**src/hw/rtl/sfcc_pkg.sv**
```systemverilog
package sfcc_pkg;

  localparam logic [7:0]  SyncValue   = 8'hAA;
  localparam logic [15:0] CrcInit     = 16'hFFFF;
  localparam logic [15:0] CrcPoly     = 16'h1021;
  localparam logic [15:0] HeaderBytes = 16'd4;
  localparam logic [15:0] MinSize     = 16'd6;

  typedef struct packed {
    logic        crc_ok;
    logic        sync_ok;
    logic [7:0]  frame_type;
    logic [15:0] frame_size;
    logic [15:0] computed_crc;
    logic [15:0] received_crc;
    logic        size_error;
  } result_t;

  // One byte of CRC-16/CCITT-FALSE, MSB first.
  function automatic logic [15:0] crc_byte(input logic [15:0] crc, input logic [7:0] b);
    logic [15:0] c;
    c = crc ^ {b, 8'h00};
    for (int i = 0; i < 8; i++) begin
      if (c[15]) begin
        c = {c[14:0], 1'b0} ^ CrcPoly;
      end else begin
        c = {c[14:0], 1'b0};
      end
    end
    return c;
  endfunction

endpackage

```
**src/hw/rtl/sfcc_if.sv**
```systemverilog
interface sfcc_frame_if;
  logic       valid;
  logic       ready;
  logic [7:0] data_byte;
  logic       frame_start;

  modport source(output valid, output data_byte, output frame_start, input ready);
  modport sink(input valid, input data_byte, input frame_start, output ready);
endinterface

interface sfcc_result_if;
  logic        valid;
  logic        ready;
  logic        crc_ok;
  logic        sync_ok;
  logic [7:0]  frame_type;
  logic [15:0] frame_size;
  logic [15:0] computed_crc;
  logic [15:0] received_crc;
  logic        size_error;

  modport source(output valid, output crc_ok, output sync_ok, output frame_type,
                 output frame_size, output computed_crc, output received_crc,
                 output size_error, input ready);
  modport sink(input valid, input crc_ok, input sync_ok, input frame_type,
               input frame_size, input computed_crc, input received_crc,
               input size_error, output ready);
endinterface

```
**src/hw/rtl/synchrophasor_frame_crc_checker_core.sv**
```systemverilog
// Frame CRC checker for byte-serial synchrophasor frames.
// The frame channel carries one byte per transfer together with frame_start,
// which marks byte 0 of a new frame. Bytes 2 and 3 give the total frame size,
// big-endian, including the trailing CRC. CRC-16/CCITT-FALSE runs over all
// bytes before the last two, which hold the received CRC.
// The result channel carries one transfer per completed frame: the CRC match,
// sync check, type byte, declared size, both CRC values and a size error flag.
// A declared size below six ends the frame after the header with size_error.
// A frame_start inside a frame drops the partial frame with no result.
// One byte per cycle unless the result stalls; the CRC update is combinational.
// Result valid follows the byte transfer that closes a frame: the input register
// captures the byte at the transfer edge and the result register then loads it
// once the result channel is not stalled.
// Synchronous reset empties both registers and returns the checker to idle.
// When the receiver stalls with a result pending, the input register holds and
// the frame channel takes at most one more byte, then drops ready until the
// result moves.
module synchrophasor_frame_crc_checker_core (
  input logic            clk,
  input logic            rst,
  sfcc_frame_if.sink     frame,
  sfcc_result_if.source  result
);

  // Input register.
  logic       s1_valid;
  logic [7:0] s1_byte;
  logic       s1_start;

  // Frame state.
  logic [15:0] running_crc;
  logic [15:0] byte_position;
  logic [15:0] declared_size;
  logic [7:0]  type_byte;
  logic        sync_seen_ok;
  logic [15:0] trailing_crc;
  logic        in_frame;

  // Result register.
  logic                 out_valid;
  sfcc_pkg::result_t    out_data;

  logic stall;
  logic s1_fire;

  assign stall       = out_valid && !result.ready;
  assign s1_fire     = s1_valid && !stall;
  assign frame.ready = !s1_valid || !stall;

  // Working values for the byte in the input register.
  logic        active;
  logic [15:0] pos;
  logic [15:0] crc_base;
  logic [15:0] dsz_base;
  logic [7:0]  type_base;
  logic        sync_base;
  logic [15:0] trail_base;
  logic        sync_next;
  logic [7:0]  type_next;
  logic [15:0] dsz_next;
  logic        use_crc;
  logic [15:0] crc_next;
  logic [15:0] trail_next;
  logic        emit_size;
  logic        emit_end;
  logic        emit;
  sfcc_pkg::result_t res_next;

  always_comb begin
    active     = s1_start || in_frame;
    pos        = s1_start ? 16'd0 : byte_position;
    crc_base   = s1_start ? sfcc_pkg::CrcInit : running_crc;
    dsz_base   = s1_start ? 16'd0 : declared_size;
    type_base  = s1_start ? 8'd0 : type_byte;
    sync_base  = s1_start ? 1'b0 : sync_seen_ok;
    trail_base = s1_start ? 16'd0 : trailing_crc;

    sync_next = (pos == 16'd0) ? (s1_byte == sfcc_pkg::SyncValue) : sync_base;
    type_next = (pos == 16'd1) ? s1_byte : type_base;
    if (pos == 16'd2) begin
      dsz_next = {s1_byte, 8'h00};
    end else if (pos == 16'd3) begin
      dsz_next = {dsz_base[15:8], s1_byte};
    end else begin
      dsz_next = dsz_base;
    end

    use_crc    = (pos < sfcc_pkg::HeaderBytes) ||
                 (({1'b0, pos} + 17'd2) < {1'b0, dsz_next});
    crc_next   = use_crc ? sfcc_pkg::crc_byte(crc_base, s1_byte) : crc_base;
    trail_next = use_crc ? trail_base : {trail_base[7:0], s1_byte};

    emit_size = (pos == sfcc_pkg::HeaderBytes - 16'd1) && (dsz_next < sfcc_pkg::MinSize);
    emit_end  = (pos >= sfcc_pkg::HeaderBytes) &&
                (({1'b0, pos} + 17'd1) == {1'b0, dsz_next});
    emit      = active && (emit_size || emit_end);

    res_next.sync_ok      = sync_next;
    res_next.frame_type   = type_next;
    res_next.frame_size   = dsz_next;
    res_next.computed_crc = crc_next;
    res_next.size_error   = emit_size;
    res_next.received_crc = emit_size ? 16'd0 : trail_next;
    res_next.crc_ok       = !emit_size && (crc_next == trail_next);
  end

  always_ff @(posedge clk) begin
    if (rst) begin
      s1_valid <= 1'b0;
    end else if (frame.ready) begin
      s1_valid <= frame.valid;
    end
    if (frame.ready) begin
      s1_byte  <= frame.data_byte;
      s1_start <= frame.frame_start;
    end
  end

  always_ff @(posedge clk) begin
    if (rst) begin
      running_crc   <= sfcc_pkg::CrcInit;
      byte_position <= 16'd0;
      declared_size <= 16'd0;
      type_byte     <= 8'd0;
      sync_seen_ok  <= 1'b0;
      trailing_crc  <= 16'd0;
      in_frame      <= 1'b0;
    end else if (s1_fire && active) begin
      running_crc   <= crc_next;
      declared_size <= dsz_next;
      type_byte     <= type_next;
      sync_seen_ok  <= sync_next;
      trailing_crc  <= trail_next;
      if (emit_size || emit_end) begin
        byte_position <= pos;
        in_frame      <= 1'b0;
      end else begin
        byte_position <= pos + 16'd1;
        in_frame      <= 1'b1;
      end
    end
  end

  always_ff @(posedge clk) begin
    if (rst) begin
      out_valid <= 1'b0;
    end else if (!stall) begin
      out_valid <= s1_valid && emit;
    end
    if (!stall && s1_valid && emit) begin
      out_data <= res_next;
    end
  end

  assign result.valid        = out_valid;
  assign result.crc_ok       = out_data.crc_ok;
  assign result.sync_ok      = out_data.sync_ok;
  assign result.frame_type   = out_data.frame_type;
  assign result.frame_size   = out_data.frame_size;
  assign result.computed_crc = out_data.computed_crc;
  assign result.received_crc = out_data.received_crc;
  assign result.size_error   = out_data.size_error;

endmodule

```
**src/flat_wrapper.sv**
```systemverilog
// flat-port wrapper written by rule: the top's interface ports become plain ports
module synchrophasor_frame_crc_checker_core_flat 
  (clk, rst, frame_valid, frame_data_byte, frame_frame_start, frame_ready, result_valid, result_crc_ok, result_sync_ok, result_frame_type, result_frame_size, result_computed_crc, result_received_crc, result_size_error, result_ready);
  sfcc_frame_if frame_i ();
  sfcc_result_if result_i ();
  input logic clk;
  input logic rst;
  input wire logic [$bits(frame_i.valid)-1:0] frame_valid;
  input wire logic [$bits(frame_i.data_byte)-1:0] frame_data_byte;
  input wire logic [$bits(frame_i.frame_start)-1:0] frame_frame_start;
  output wire logic [$bits(frame_i.ready)-1:0] frame_ready;
  output wire logic [$bits(result_i.valid)-1:0] result_valid;
  output wire logic [$bits(result_i.crc_ok)-1:0] result_crc_ok;
  output wire logic [$bits(result_i.sync_ok)-1:0] result_sync_ok;
  output wire logic [$bits(result_i.frame_type)-1:0] result_frame_type;
  output wire logic [$bits(result_i.frame_size)-1:0] result_frame_size;
  output wire logic [$bits(result_i.computed_crc)-1:0] result_computed_crc;
  output wire logic [$bits(result_i.received_crc)-1:0] result_received_crc;
  output wire logic [$bits(result_i.size_error)-1:0] result_size_error;
  input wire logic [$bits(result_i.ready)-1:0] result_ready;
  assign frame_i.valid = frame_valid;
  assign frame_i.data_byte = frame_data_byte;
  assign frame_i.frame_start = frame_frame_start;
  assign frame_ready = frame_i.ready;
  assign result_valid = result_i.valid;
  assign result_crc_ok = result_i.crc_ok;
  assign result_sync_ok = result_i.sync_ok;
  assign result_frame_type = result_i.frame_type;
  assign result_frame_size = result_i.frame_size;
  assign result_computed_crc = result_i.computed_crc;
  assign result_received_crc = result_i.received_crc;
  assign result_size_error = result_i.size_error;
  assign result_i.ready = result_ready;
  synchrophasor_frame_crc_checker_core u_core (.clk(clk), .rst(rst), .frame(frame_i), .result(result_i));
endmodule
```
**config.mk**
```make
export PLATFORM = sky130hd
export DESIGN_NAME = synchrophasor_frame_crc_checker_core_flat
export DESIGN_NICKNAME = d
export VERILOG_FILES = /design/src/hw/rtl/sfcc_pkg.sv /design/src/hw/rtl/sfcc_if.sv /design/src/hw/rtl/synchrophasor_frame_crc_checker_core.sv /design/src/flat_wrapper.sv
export SDC_FILE = /design/constraint.sdc
export NUM_CORES = 1
export LEC_CHECK = 0
export ABC_AREA = 1
export ABC_CLOCK_PERIOD_IN_PS = 8900
export BUFFER_PORTS_ARGS = -buffer_cell sky130_fd_sc_hd__buf_2
export CAP_MARGIN = 20
export CORE_MARGIN = 2
export CORE_UTILIZATION = 49
export CTS_CLUSTER_SIZE = 16
export DETAILED_ROUTE_END_ITERATION = 7
export GPL_ROUTABILITY_DRIVEN = 0
export HOLD_SLACK_MARGIN = 0.1
export PLACE_DENSITY_LB_ADDON = 0.1
export SYNTH_ARGS = -nofsm -noshare
export SYNTH_HDL_FRONTEND = slang
export SYNTH_SLANG_ARGS = --single-unit
```
**constraint.sdc**
```tcl
create_clock -name clk -period 8.9 [get_ports clk]
set_input_delay 0.445 -clock clk [delete_from_list [all_inputs] [get_ports clk]]
set_output_delay 0.445 -clock clk [all_outputs]
set_load 0.005 [all_outputs]
```
==> results.md <==
- Via count: slightly above 7000
- Worst path most repeated cell: nand2_1
- Die height: approximately 130 µm
- Pin count of the biggest net entering global routing: 74
- Register-to-register setup slack: 3.05 ns
- Post-synthesis adder-cell area fraction: about 2.9%
- Antenna diodes: 0
- Max Used Layer: met4
- Setup TNS: 0 ns
- Num CTS Buffers: 17
- Post-DRT Antenna Nets: 0
- Worst Setup End Kind: register
- Min-delay worst type: in2reg
- Clk slew on worst S/H paths: ~0.060 ns
- Initial antenna violation count: 0
- Max_cap viols: 0
- Router iterations before antenna repair: 5
- Seq pwr share: a little over two fifths
- Buffers on Ports: 73
- Share of cells above drive strength 1: between 10 and 15%
- Area Overhead vs Synth: 12.9%
- GR Overflow Total: 0
- Sw frac: around 25%
- Simple-gate share of the synthesized area: around a quarter
- Critical Path RT: around 9.2 ns
- Distinct cells, synth: 45
- Initial Utilization: between 50% and 60%
- Slew at the pin with the worst max-slew slack: 0.756 ns
- First-pass GRT wire length: roughly 34000 µm
- Max incr delay on CP: 0.55 ns
- Vias per Instance: roughly 5.2
- Post-route clock period utilization: 65.7%
- CTS resizes: 0
- Final hold viol count: 0
- VDD IR max: around 140 µV
- Placement Cell Area: 0.00871 mm²
- Fin nets: 1157
- Crit path max fanout: 65
- Status: finished, final reports clean
- Max Clk Rate: between 150 and 200 MHz
- TritonCTS clock tree: done
- Syn_nets: around 1100
- Post-DP HPWL: about 15000 µm
- Clk_skew: between 0.009 and 0.01 ns
- Detailed Route WL: around 21000 µm
- Int Pwr: 1.24 mW
- Max Transition Viols Final: 0
- Wirelength per Cell: 15.3 µm
- Power consumption: 1.66 mW
- Metal2 WL: approximately 8600 µm
- Mapped Cells: 1075
- Startpoint Class: register
- M1 WL: between 10000 and 15000 µm
- Worst slew margin: roughly half
- H-Tree Depth: 4
- Post-Synth XOR/XNOR Area: roughly 5.1%
- Metal3 WL: approximately 1200 µm
- Synth Area in Compound Gates: approximately 14%
- Unrepaired setup endpoints after global routing: no
- CP max stage cell: buf_4
- Power Dens Cells: 178 mW/mm²
- Cell Count, Final, Fillers Out: 1358
- Die outline width: around 130 µm
- Post-Syn Area per Cell: 7.70 µm²
- Mapped Area: 0.00828 mm²
- WS Path Type: reg2reg
- # IOs: 74
- Net load switching power: 421 µW
- 1st-iter DRT viols: ~470
- Vias in the first global route: between 6000 and 7000
- Synth warn: 0
- Synth Register Bits: 144
- Combinational share of power: about a tenth
- Clock latency on the worst-skew pair: approximately 0.43 ns
- Pleak: between 4 and 5 nW
- Largest family of logic cells by synthesized area: simple AND/OR/NAND/NOR gates
- Clk buf depth: 2
- Worst EP arrival: 6.14 ns
- Mux contribution to synthesized area: 0%
- Root Driver: clkbuf_16
- Post-CTS setup buffer count: 0
- Hold Buf Count CTS: 0
- Final routed DRC violation total: 0
- Clock sinks: ~140
- Seq/Total Area, Yosys: 43.0%
- Num rows: 47
- Final Instance Area: about 0.0093 mm²
- Core area: 0.0165 mm²
- Die Area: between 0.015 and 0.02 mm²
- Finish-stage setup viols: 0
- Clk pwr share: 45.7%
- Global-route usage over all layers: 24.1%
- Min cycle time layout: between 5 and 6 ns
- Placed cell count: about 1300
power by group through the flow:
stage               logic (mW)  registers (mW)  clock network (mW)
global placement         0.174           0.738                   0
finish                   0.178           0.725               0.761
CTS                      0.177           0.724               0.771
floorplan                0.136           0.734                   0
global route             0.203           0.726               0.802
detailed placement       0.175           0.738                   0
flip-flops by register name (all words and copies together), names as in the netlist, 8 cells and up:
name	flops
u_core.type_byte	8
u_core.trailing_crc	16
u_core.byte_position	16
u_core.result.received_crc	16
u_core.running_crc	16
u_core.result.frame_size	16
u_core.declared_size	16
u_core.s1_byte	8
u_core.result.computed_crc	16
u_core.result.frame_type	8
final cells by class:
cell class,instances,area (µm²)
sequential,144,3560
clock inverter,13,185
inverter,165,619
fill,1570,7180
timing repair buffer,81,425
clock buffer,19,443
tap,220,275
multi-input combinational,716,3830
path summary, 6_finish.rpt:
check	from	end	cells after the start
min reg2reg	u_core.running_crc[7]	u_core.running_crc[7]	2
min	frame_data_byte[5]	u_core.s1_byte[5]	1
max reg2reg	u_core.s1_start	u_core.result.crc_ok	30
max	u_core.s1_start	u_core.result.crc_ok	30
critical path, delay by kind of cell, from the launching register on:
kind | cells | cell delay [ns]
AO/OA/AOI/OAI | 5 | 1.02
buffers and inverters | 6 | 1.69
flip-flops | 1 | 0.32
adder cells (fa/ha/maj) | 1 | 0.34
AND/OR/NAND/NOR | 18 | 2.27
synth_stat cells, drive strengths merged:
cell type | count | area [µm²]
nand3b | 10 | 75.1
edfxtp | 68 | 2040
o311ai | 1 | 8.76
clkinv | 2 | 7.51
o21ai | 100 | 546
nand4 | 9 | 56.3
o211ai | 12 | 119
o22ai | 1 | 6.26
nor4 | 5 | 37.5
nand2b | 1 | 6.26
xnor2 | 11 | 96.3
a211oi | 2 | 15.0
buf | 19 | 164
nand3 | 81 | 445
o21bai | 9 | 67.6
nor3 | 11 | 65.1
dfxtp | 76 | 1520
nand2 | 240 | 943
ha | 19 | 238
inv | 163 | 612
o31ai | 1 | 7.51
a21oi | 67 | 335
clkbuf | 31 | 116
or2 | 3 | 18.8
xor2 | 37 | 324
nor2 | 93 | 383
a31oi | 2 | 12.5
o2111ai | 1 | 8.76
logic make-up (layout without fill, tap and decap cells):
group                      after synthesis  in the layout
buffers and inverters                  215            278
and+or+nand+nor                        453            453
adders and majority gates               19             19
xor gates and xnor gates                48             48
AOI/OAI and AO/OA                      196            196
DFF                                    144            144
through the flow:
step	worst slack (ns)	hold WS [ns]	util [%]
detailed placement	3.21	0.459	52.7
global placement	3.27	0.454	52.7
floorplan	2.24	0.441	-
CTS	3.18	0.175	56.5
global route	2.56	0.173	56.5
finish	3.05	0.189	56.5
layer usage:
layer / vias up / global-route usage [%]
li1: 3597 / -
met1: 3247 / 36.8
met2: 213 / 34.8
met3: 30 / 4.08
met4: 0 / 7.68
met5: - / 0
layout by cell type (no fill, tap or decap), types with 8 or more instances in the layout:
cell       netlist  routed
clkbuf_16        0      17
buf_2            2      73
inv_2           12      13
nand3b_1        10      10
nand2_1        231     231
o211ai_1         8       8
a21oi_1         67      66
nor3_1           9       8
o21ai_0         69      69
nor2_1          87      87
buf_4            4       8
o21ai_1         19      19
xor2_1          37      37
o21ai_2         12      12
ha_1            19      19
nand3_1         76      76
nand4_1          9       9
o21bai_1         9       9
inv_1          151     150
xnor2_1         11      11
edfxtp_1        68      68
dfxtp_1         76      76
(Power assumes the default switching activity.)
